$ cat src/sdm_pkg.sv
`timescale 1ns / 1ps
// ----------------------------------------------------------------------------
// sdm_pkg
// shared types and constants of the subtree dirty mark unit
// ----------------------------------------------------------------------------
package sdm_pkg;

	localparam int NUM_NODES = 1024;
	localparam int WL_DEPTH  = 512;

	localparam int NODE_W = 10;
	localparam int CNT_W  = 10;
	localparam int SUM_W  = NODE_W + 1;
	localparam int WL_AW  = $clog2(WL_DEPTH);
	localparam int FILL_W = $clog2(WL_DEPTH + 1);
	localparam int NEW_W  = 11;

	typedef enum logic [1:0] {
		CMD_LOAD  = 2'd0,
		CMD_CLEAR = 2'd1,
		CMD_MARK  = 2'd2,
		CMD_READ  = 2'd3
	} cmd_t;

	typedef enum logic [1:0] {
		ST_OK       = 2'd0,
		ST_OVERFLOW = 2'd1,
		ST_RANGE    = 2'd2
	} status_t;

	typedef struct packed {
		logic              push;
		logic              pop;
		logic [NODE_W-1:0] wdata;
	} wl_req_t;

	typedef struct packed {
		logic [NODE_W-1:0] rdata;
		logic [FILL_W-1:0] fill;
	} wl_rsp_t;

	typedef struct packed {
		logic [NODE_W-1:0] addr;
		logic              tbl_we;
		logic [NODE_W-1:0] first;
		logic [CNT_W-1:0]  count;
		logic              mk_we;
		logic              mk_wdata;
	} nm_req_t;

	typedef struct packed {
		logic [NODE_W-1:0] first;
		logic [CNT_W-1:0]  count;
		logic              mark;
	} nm_rsp_t;

	typedef struct packed {
		status_t          status;
		logic [NEW_W-1:0] newly_marked;
		logic             mark_value;
	} result_t;

endpackage

$ cat src/sdm_ctrl.sv
`timescale 1ns / 1ps
// ----------------------------------------------------------------------------
// sdm_ctrl
// command sequencer: clearing sweep, table load, mark read and subtree walk
// ----------------------------------------------------------------------------
module sdm_ctrl (
	input  logic                       clk,
	input  logic                       arst_n,
	input  logic                       in_valid,
	output logic                       in_ready,
	input  sdm_pkg::cmd_t              in_cmd,
	input  logic [sdm_pkg::NODE_W-1:0] in_idx,
	input  logic [sdm_pkg::NODE_W-1:0] in_first,
	input  logic [sdm_pkg::CNT_W-1:0]  in_count,
	output sdm_pkg::nm_req_t           nm_req,
	input  sdm_pkg::nm_rsp_t           nm_rsp,
	output sdm_pkg::wl_req_t           wl_req,
	input  sdm_pkg::wl_rsp_t           wl_rsp,
	input  logic                       out_free,
	output logic                       res_valid,
	output sdm_pkg::result_t           res
);

	typedef enum logic [2:0] {
		S_SWEEP,
		S_IDLE,
		S_READ,
		S_CHECK,
		S_PUSH,
		S_NODE,
		S_DONE
	} state_t;

	localparam int SW = sdm_pkg::SUM_W;

	state_t                     state_q;
	logic [sdm_pkg::NODE_W-1:0] sweep_q;
	logic                       clr_res_q;
	logic [sdm_pkg::NODE_W-1:0] node_q;
	logic [sdm_pkg::NODE_W-1:0] child_q;
	logic [sdm_pkg::CNT_W-1:0]  remain_q;
	sdm_pkg::result_t           res_q;

	logic                       idx_ok;
	logic                       wl_nonempty;
	logic                       push_go;
	logic                       ovf_hit;
	logic                       rng_hit;
	logic [SW-1:0]              room;
	logic [sdm_pkg::CNT_W-1:0]  push_cnt;

	assign idx_ok      = SW'(in_idx) < SW'(sdm_pkg::NUM_NODES);
	assign wl_nonempty = wl_rsp.fill != '0;
	assign push_go     = (remain_q != '0) &&
		(wl_rsp.fill < sdm_pkg::FILL_W'(sdm_pkg::WL_DEPTH));

	// children past the last node sit at the tail of the run
	assign ovf_hit  = (SW'(wl_rsp.fill) + SW'(nm_rsp.count)) >= SW'(sdm_pkg::WL_DEPTH);
	assign rng_hit  = (SW'(nm_rsp.first) + SW'(nm_rsp.count)) > SW'(sdm_pkg::NUM_NODES);
	assign room     = SW'(sdm_pkg::NUM_NODES) - SW'(nm_rsp.first);
	assign push_cnt = (SW'(nm_rsp.count) <= room) ? nm_rsp.count : room[sdm_pkg::CNT_W-1:0];

	assign in_ready  = state_q == S_IDLE;
	assign res_valid = (state_q == S_DONE) && out_free;
	assign res       = res_q;

	always_comb begin
		nm_req          = '0;
		nm_req.addr     = node_q;
		nm_req.first    = in_first;
		nm_req.count    = in_count;
		wl_req          = '0;
		wl_req.wdata    = child_q;
		case (state_q)
			S_IDLE: begin
				nm_req.addr = in_idx;
				if (in_valid && idx_ok && in_cmd == sdm_pkg::CMD_LOAD) begin
					nm_req.tbl_we = 1'b1;
				end
			end
			S_SWEEP: begin
				nm_req.addr     = sweep_q;
				nm_req.mk_we    = 1'b1;
				nm_req.mk_wdata = 1'b0;
			end
			S_NODE: begin
				nm_req.addr = wl_rsp.rdata;
			end
			S_CHECK: begin
				if (!nm_rsp.mark) begin
					nm_req.mk_we    = 1'b1;
					nm_req.mk_wdata = 1'b1;
				end else if (wl_nonempty) begin
					wl_req.pop = 1'b1;
				end
			end
			S_PUSH: begin
				if (push_go) begin
					wl_req.push = 1'b1;
				end else if (wl_nonempty) begin
					wl_req.pop = 1'b1;
				end
			end
			default: begin
			end
		endcase
	end

	always_ff @(posedge clk or negedge arst_n) begin
		if (!arst_n) begin
			state_q   <= S_SWEEP;
			sweep_q   <= '0;
			clr_res_q <= 1'b0;
			node_q    <= '0;
			child_q   <= '0;
			remain_q  <= '0;
			res_q     <= '{status: sdm_pkg::ST_OK, newly_marked: '0, mark_value: 1'b0};
		end else begin
			case (state_q)
				S_IDLE: begin
					if (in_valid) begin
						node_q <= in_idx;
						if (in_cmd == sdm_pkg::CMD_CLEAR) begin
							res_q     <= '{status: sdm_pkg::ST_OK, newly_marked: '0,
								mark_value: 1'b0};
							sweep_q   <= '0;
							clr_res_q <= 1'b1;
							state_q   <= S_SWEEP;
						end else if (!idx_ok) begin
							res_q   <= '{status: sdm_pkg::ST_RANGE, newly_marked: '0,
								mark_value: 1'b0};
							state_q <= S_DONE;
						end else begin
							res_q <= '{status: sdm_pkg::ST_OK, newly_marked: '0,
								mark_value: 1'b0};
							case (in_cmd)
								sdm_pkg::CMD_MARK: state_q <= S_CHECK;
								sdm_pkg::CMD_READ: state_q <= S_READ;
								default:           state_q <= S_DONE;
							endcase
						end
					end
				end
				S_SWEEP: begin
					sweep_q <= sweep_q + sdm_pkg::NODE_W'(1);
					if (sweep_q == sdm_pkg::NODE_W'(sdm_pkg::NUM_NODES - 1)) begin
						clr_res_q <= 1'b0;
						state_q   <= clr_res_q ? S_DONE : S_IDLE;
					end
				end
				S_READ: begin
					res_q.mark_value <= nm_rsp.mark;
					state_q          <= S_DONE;
				end
				S_CHECK: begin
					if (nm_rsp.mark) begin
						state_q <= wl_nonempty ? S_NODE : S_DONE;
					end else begin
						res_q.newly_marked <= res_q.newly_marked + sdm_pkg::NEW_W'(1);
						if (ovf_hit) begin
							res_q.status <= sdm_pkg::ST_OVERFLOW;
						end else if (rng_hit && res_q.status != sdm_pkg::ST_OVERFLOW) begin
							res_q.status <= sdm_pkg::ST_RANGE;
						end
						child_q  <= nm_rsp.first;
						remain_q <= push_cnt;
						state_q  <= S_PUSH;
					end
				end
				S_PUSH: begin
					if (push_go) begin
						child_q  <= child_q + sdm_pkg::NODE_W'(1);
						remain_q <= remain_q - sdm_pkg::CNT_W'(1);
					end else begin
						state_q <= wl_nonempty ? S_NODE : S_DONE;
					end
				end
				S_NODE: begin
					node_q  <= wl_rsp.rdata;
					state_q <= S_CHECK;
				end
				S_DONE: begin
					if (out_free) begin
						state_q <= S_IDLE;
					end
				end
				default: begin
					state_q <= S_IDLE;
				end
			endcase
		end
	end

endmodule

$ cat config.mk
export PLATFORM = sky130hd
export DESIGN_NAME = sdm_ctrl
export DESIGN_NICKNAME = d
export VERILOG_FILES = /design/src/sdm_pkg.sv /design/src/sdm_ctrl.sv
export SDC_FILE = /design/constraint.sdc
export NUM_CORES = 1
export LEC_CHECK = 0
export BUFFER_PORTS_ARGS = -buffer_cell sky130_fd_sc_hd__buf_2
export CAP_MARGIN = 0
export CORE_ASPECT_RATIO = 0.6
export CORE_MARGIN = 8
export CORE_UTILIZATION = 51
export DETAILED_ROUTE_END_ITERATION = 16
export GPL_TIMING_DRIVEN = 1
export PLACE_DENSITY = 0.78
export SETUP_SLACK_MARGIN = 0.3
export SLEW_MARGIN = 40
export SYNTH_ARGS = -nofsm -noshare
export SYNTH_HDL_FRONTEND = slang
export SYNTH_SLANG_ARGS = --single-unit
export TNS_END_PERCENT = 5
$ cat constraint.sdc
create_clock -name clk -period 2.3 [get_ports clk]
set_input_delay 0.345 -clock clk [delete_from_list [all_inputs] [get_ports clk]]
set_output_delay 0.345 -clock clk [all_outputs]
set_load 0.01 [all_outputs]
==> results of run 1 <==
==> cells in the mapped netlist (4+ instances only) <==
library cell / number / area (um^2)
clkbuf_1: 21 / 78.8
a221oi_1: 5 / 43.8
nor2b_1: 6 / 37.5
nand2_1: 71 / 267
a22oi_1: 20 / 150
xnor2_1: 6 / 52.6
or4_1: 6 / 45.0
and3_1: 7 / 43.8
a211oi_1: 4 / 30.0
a21oi_1: 46 / 230
o211ai_1: 5 / 37.5
nand4_1: 8 / 50.1
or3_1: 7 / 43.8
buf_4: 21 / 158
mux2_2: 15 / 169
o21ai_0: 47 / 235
dfrtp_1: 58 / 1450
o22ai_1: 6 / 37.5
ha_1: 35 / 438
nand2b_1: 6 / 37.5
xor2_1: 14 / 123
a31oi_1: 20 / 125
nor3_1: 14 / 70.1
inv_1: 23 / 86.3
nor2_1: 72 / 270
nand3_1: 24 / 120
or2_2: 4 / 25.0
==> cell families after synthesis <==
kind of cell	after synthesis	synth area share, %
and+or+nand+nor	243	23.4
adders and majority gates	37	9.63
AOI/OAI and AO/OA	185	23.3
xor gates and xnor gates	20	3.53
muxes	18	4.01
DFF	58	29.2
buffers and inverters	69	6.88
==> through the flow <==
step                power (mW)  hold WS [ns]  TNS [ns]  std cells  utilization [%]
floorplan                 3.86        0.0494     -9.17        630                -
CTS                       7.04         0.275     -8.07        905             67.9
global route              7.72         0.293     -9.53        906             69.8
detailed placement        5.16         0.347    -12.96        886             61.9
global placement          5.04         0.339    -12.24        886             61.9
finish                    7.30         0.288     -8.50        906             69.8
==> repair_timing <==
item,CTS,global route
pin swaps,19,35
gates resized for setup,65,37
hold endpoints to repair,11,0
buffers inserted,2,1
hold buffers,1,0
endpoints found under the setup margin,48,54
==> registers in the layout, indices dropped and copies added, names as in the netlist <==
register / count
sweep_q: 10
clr_res_q: 1
state_q: 3
remain_q: 10
node_q: 10
child_q: 10
res: 14
==> cell type report <==
| cell class | count | share of cell area (%) |
|---|---|---|
| Sequential cell | 58 | 21.5 |
| Inverter | 23 | 1.32 |
| Multi-Input combinational cell | 503 | 52.9 |
| Clock buffer | 10 | 3.39 |
| Clock inverter | 6 | 1.71 |
| Tap cell | 135 | 2.50 |
| Timing Repair Buffer | 171 | 16.6 |
==> how the worst min path moves through the flow <==
stage / from / to / slack [ns] / depth (start not counted)
2_1_floorplan: arst_n / child_q[0]$_DFFE_PN0P_ / 0.05 / 0
3_3_place_gp: arst_n / node_q[4]$_DFFE_PN0P_ / 0.34 / 1
3_5_place_dp: arst_n / node_q[4]$_DFFE_PN0P_ / 0.35 / 1
4_1_cts: in_idx[3] / node_q[3]$_DFFE_PN0P_ / 0.28 / 3
5_1_grt: in_idx[3] / node_q[3]$_DFFE_PN0P_ / 0.29 / 3
6_report: in_idx[5] / node_q[5]$_DFFE_PN0P_ / 0.29 / 3
==> where the power goes <==
part,internal (mW),switching (mW)
Clock,1.06,0.509
Combinational,1.67,2.15
Sequential,1.39,0.518
Total,4.12,3.18
==> routing by layer <==
metal  vias to the layer above  global-route usage [%]  wire (um)
met1                      2692                    36.7       7790
met3                        42                    7.55       2130
met5                         -                       0          0
li1                       2562                       -          -
met2                       380                    38.7       7850
met4                         0                    7.14        299
==> worst max-delay path: stages <==
cell	delay (ns)
buf_6	0.09
or3_4	0.39
or3b_4	0.38
or3_4	0.38
xnor2_2	0.15
ha_1	0.30
nand3_1	0.09
nand2_1	0.07
or4_4	0.50
o211ai_4	0.15
mux2_4	0.34
a221oi_2	0.24
==> run metrics, run 1 <==
Max-Cap Viols=0; final setup fails=10; Core Rows=28; CTS tree=yes; FF+latch count, synth=a little under 60; reg2reg start=remain_q[2]$_DFFE_PN0P_; Syn. warnings=0; arrival time at the worst endpoint=around 3.5 ns; Worst Setup SP=nm_rsp[15]; post-route cell area=around 0.0068 mm^2; Die Span X=between 100 and 150 um; worst reg2reg endpoint=remain_q[9]$_DFFE_PN0P_; Final period util=140%; clock sink count=58; status=finished, violations left; via-per-instance ratio=about 6.3; post-route ant nets=0; area grow syn2layout=36.0%; Hold WC Path Type=input pin to flip-flop; critical path required time=2.53 ns; final hold violations=0; share of post-route cells with drive strength above 1=around a third; Via Count=between 5,000 and 6,000; vias in the first global route=roughly 5,400; CP endpoint=remain_q[6]$_DFFE_PN0P_; Worst-Skew Late Latency=approximately 0.34 ns; initial core utilization=51.3%; unrepaired setup endpoints after global routing=yes; top_reg_cell synth=dfrtp_1; GR Overflow Total=0; post-synth net total=approximately 740; Clock Path Buffers=2; largest net degree at the start of global routing=36; dpl ws=-1.31 ns; WL per Instance=between 15 and 20 um; WL final=roughly 18 mm; startpoint types=input pin; Setup CP Type=input pin to flip-flop; crit path time final=3.21 ns; commonest non-fill, non-tap cell in the layout=buf_2; failing checks=setup timing; worst-path fanout max=5; Final WS setup=-0.913 ns; diode count=0; Mapped Area=~0.0050 mm^2; Total GRT Usage=roughly a quarter; Final GP Congestion=roughly 1; fin. max-slew vios=0; antenna violations before repair=0; register area=about 0.0015 mm^2; DP Area=about 0.006 mm^2; Mean Syn Cell Area=roughly 8 um^2; total CTS buffers=9; IO Port Bufs=97; number of H-tree levels=3; P_leak=~3.2 nW; Syn Inst Count=630; worst r2r path cells=6; Root Driver=clkbuf_16; Synth cell types=62; iteration-0 DRC count of the detailed router=511; Post-synth ARST share=between 90% and 100%; Worst-path clk slew=~0.060 ns; nets=roughly 900; I/O Pins=~140; Slew headroom=64.0%; die height=92.4 um; Die Area=~0.013 mm^2; power per cell area=1080 mW/mm^2; R2R Setup Slk=~0.06 ns; multi-input logic area=approximately 0.0036 mm^2; Max IR drop VDD=537 uV; sequential share of the synthesized area=29.2%; Post-synth EDFFs=0; DP Wirelength=between 10 and 15 mm; worst clock skew=between 0.01 and 0.015 ns; drt pass-1 iters=5; crit end category=flip-flop; first-pass GRT wire length=between 20 and 30 mm; commonest cells after routing, fill and taps aside=buf_2 (95), nor2_1 (70), nand2_1 (67); Fillers=777; Core Box Area=roughly 0.0097 mm^2; achievable clock frequency=roughly 310 MHz; drc violations=0; worst-margin pin slew=0.540 ns
Note: power is estimated with default switching activity, not from simulation.
==> run 2, diff against run 1 <==
CORE_ASPECT_RATIO = unset   (was 0.6)
RECOVER_POWER = 25   (was unset)
==> run 2 against run 1 <==
Net effect:
- the flow still finishes with violations (setup timing)
- worst setup slack gained 0.046 ns
- via count fell by 4.1%
- utilization fell by 1.4 points
- clock skew is 0.0033 ns higher
- sequential power barely moved
- clock power fell by 32%
- total power down 8.5%
- worst hold slack worse by 0.042 ns
- combinational power down 2%
- critical endpoint unchanged
- largest cell class unchanged
- highest routed layer unchanged
==> run metrics, run 2 (synthesis results as in run 1) <==
status=finished, violations left; failing checks=setup timing; largest net degree at the start of global routing=59; unrepaired setup endpoints after global routing=yes; total CTS buffers=9; commonest cells after routing, fill and taps aside=buf_2 (95), nor2_1 (71), nand2_1 (67); share of post-route cells with drive strength above 1=around a third; post-route cell area=0.00656 mm^2; CP most frequent cell=or4_4; Slowest-stage cell, CP=or4_4; Final WS setup=-0.866 ns; max FFs per register=14; vias in the first global route=5,334; crit end category=flip-flop; Final GP Congestion=around 0.93; Cell Chain, Critical Path=buf_6 > or3_4 > or4_4 > nor4_4 > xor2_1 > ha_1 > a21oi_2 > nand2_1 > or4_4 > o211ai_4 > mux2_4 > a221oi_2; Max-Cap Viols=0; first-pass GRT wire length=26.0 mm; Slew headroom=under 10%; clock sink count=58; post-route ant nets=0; worst clock skew=~0.014 ns; drc violations=0; drt pass-1 iters=5; Core Box Area=0.00959 mm^2; DP Area=0.00600 mm^2; initial core utilization=about half; Setup CP Type=input pin to flip-flop; worst-path fanout max=5; arrival time at the worst endpoint=between 3 and 4 ns; worst-margin pin slew=1.47 ns; Max IR drop VDD=roughly 440 uV; crit path time final=~3.2 ns; dpl ws=-1.27 ns; WL final=about 16 mm; Total GRT Usage=between 20% and 30%; Crit path largest cell delay=about 0.50 ns; area grow syn2layout=32.1%; post-layout util=between 60 and 70%; IO Port Bufs=slightly below 100; Final period util=138%; via-per-instance ratio=between 5 and 6; Worst-path clk slew=approximately 0.070 ns; WL per Instance=approximately 18 um; diode count=0; GR Overflow Total=0; startpoint types=input pin; Root Driver=clkbuf_8; number of H-tree levels=3; final setup fails=12; Placed Instances=887; iteration-0 DRC count of the detailed router=approximately 500; Die Span X=~110 um; critical path required time=2.57 ns; CTS tree=yes; Core Rows=36; Hold Slack=0.245 ns; commonest non-fill, non-tap cell in the layout=buf_2; Setup TNS Final=-8.05 ns; DP Wirelength=~12 mm; power per cell area=around 1000 mW/mm^2; Non-Filler Instances=approximately 910; total power draw=6.68 mW; die height=115 um; Via Count=between 5,000 and 6,000; Worst-Skew Late Latency=~0.37 ns; Die Area=0.0131 mm^2; final hold violations=0; Hold WC Path Type=input pin to flip-flop; nets=approximately 880; P_leak=slightly above 3 nW; antenna violations before repair=0; I/O Pins=138; fin. max-slew vios=0; achievable clock frequency=316 MHz; Clock Path Buffers=2
[run 2: changes by cell type in the layout (fill, tap and decap cells not counted), moves of 3 or more]
cell and delta:
a22oi_1 -3, a22oi_2 +3, buf_4 +3, clkbuf_16 -9, clkbuf_8 +10, o21ai_0 +3, o21ai_1 -6, o21ai_2 +3
[run 2: power breakdown]
part,total [mW],internal [mW],switching [mW]
clock,1.07,0.636,0.433
combinational,3.75,1.67,2.08
sequential,1.87,1.39,0.480
[run 2: repair_timing]
action	in CTS	in global routing
pin swaps	19	32
gates resized for setup	51	36
setup buffers	0	4
hold buffers	1	0
endpoints found under the hold margin	43	0
endpoints found under the setup margin	36	60
[run 2: routing by layer]
layer / GRT usage, % / vias to the layer above / share of wire (%)
li1: - / 2568 / -
met1: 30.5 / 2615 / 42
met2: 40.6 / 239 / 49
met3: 5.59 / 23 / 7.2
met4: 9.76 / 0 / 1.8
met5: 0 / - / 0
[run 2: worst max-delay path, delay by kind of cell]
kind	cells	cell delay [ns]
compound gates	3	0.51
xor+xnor	1	0.24
fa+ha+maj	1	0.31
buf+inv	1	0.09
mux	1	0.34
simple gates	5	1.57
[run 2: final timing paths]
check | startpoint | slack [ns] | endpoint | depth (start not counted)
worst max register to register | remain_q[2]$_DFFE_PN0P_ | 0.11 | remain_q[9]$_DFFE_PN0P_ | 6
max in group asynchronous | arst_n | 0.33 | state_q[1]$_DFFE_PN0P_ | 3
worst min register to register | sweep_q[4]$_DFFE_PN0P_ | 0.55 | sweep_q[4]$_DFFE_PN0P_ | 1
worst min-delay path | in_idx[0] | 0.25 | node_q[0]$_DFFE_PN0P_ | 3
worst max-delay path | nm_rsp[15] | -0.87 | remain_q[6]$_DFFE_PN0P_ | 12
min in group asynchronous | arst_n | 0.97 | child_q[8]$_DFFE_PN0P_ | 3
[run 2: final cells by class]
cell class / count / area (um^2)
Clock buffer: 11 / 141
Tap cell: 133 / 166
Timing Repair Buffer: 175 / 1140
Inverter: 23 / 88.8
Multi-Input combinational cell: 503 / 3490
Clock inverter: 5 / 77.6
Sequential cell: 58 / 1450
Fill cell: 747 / 3040
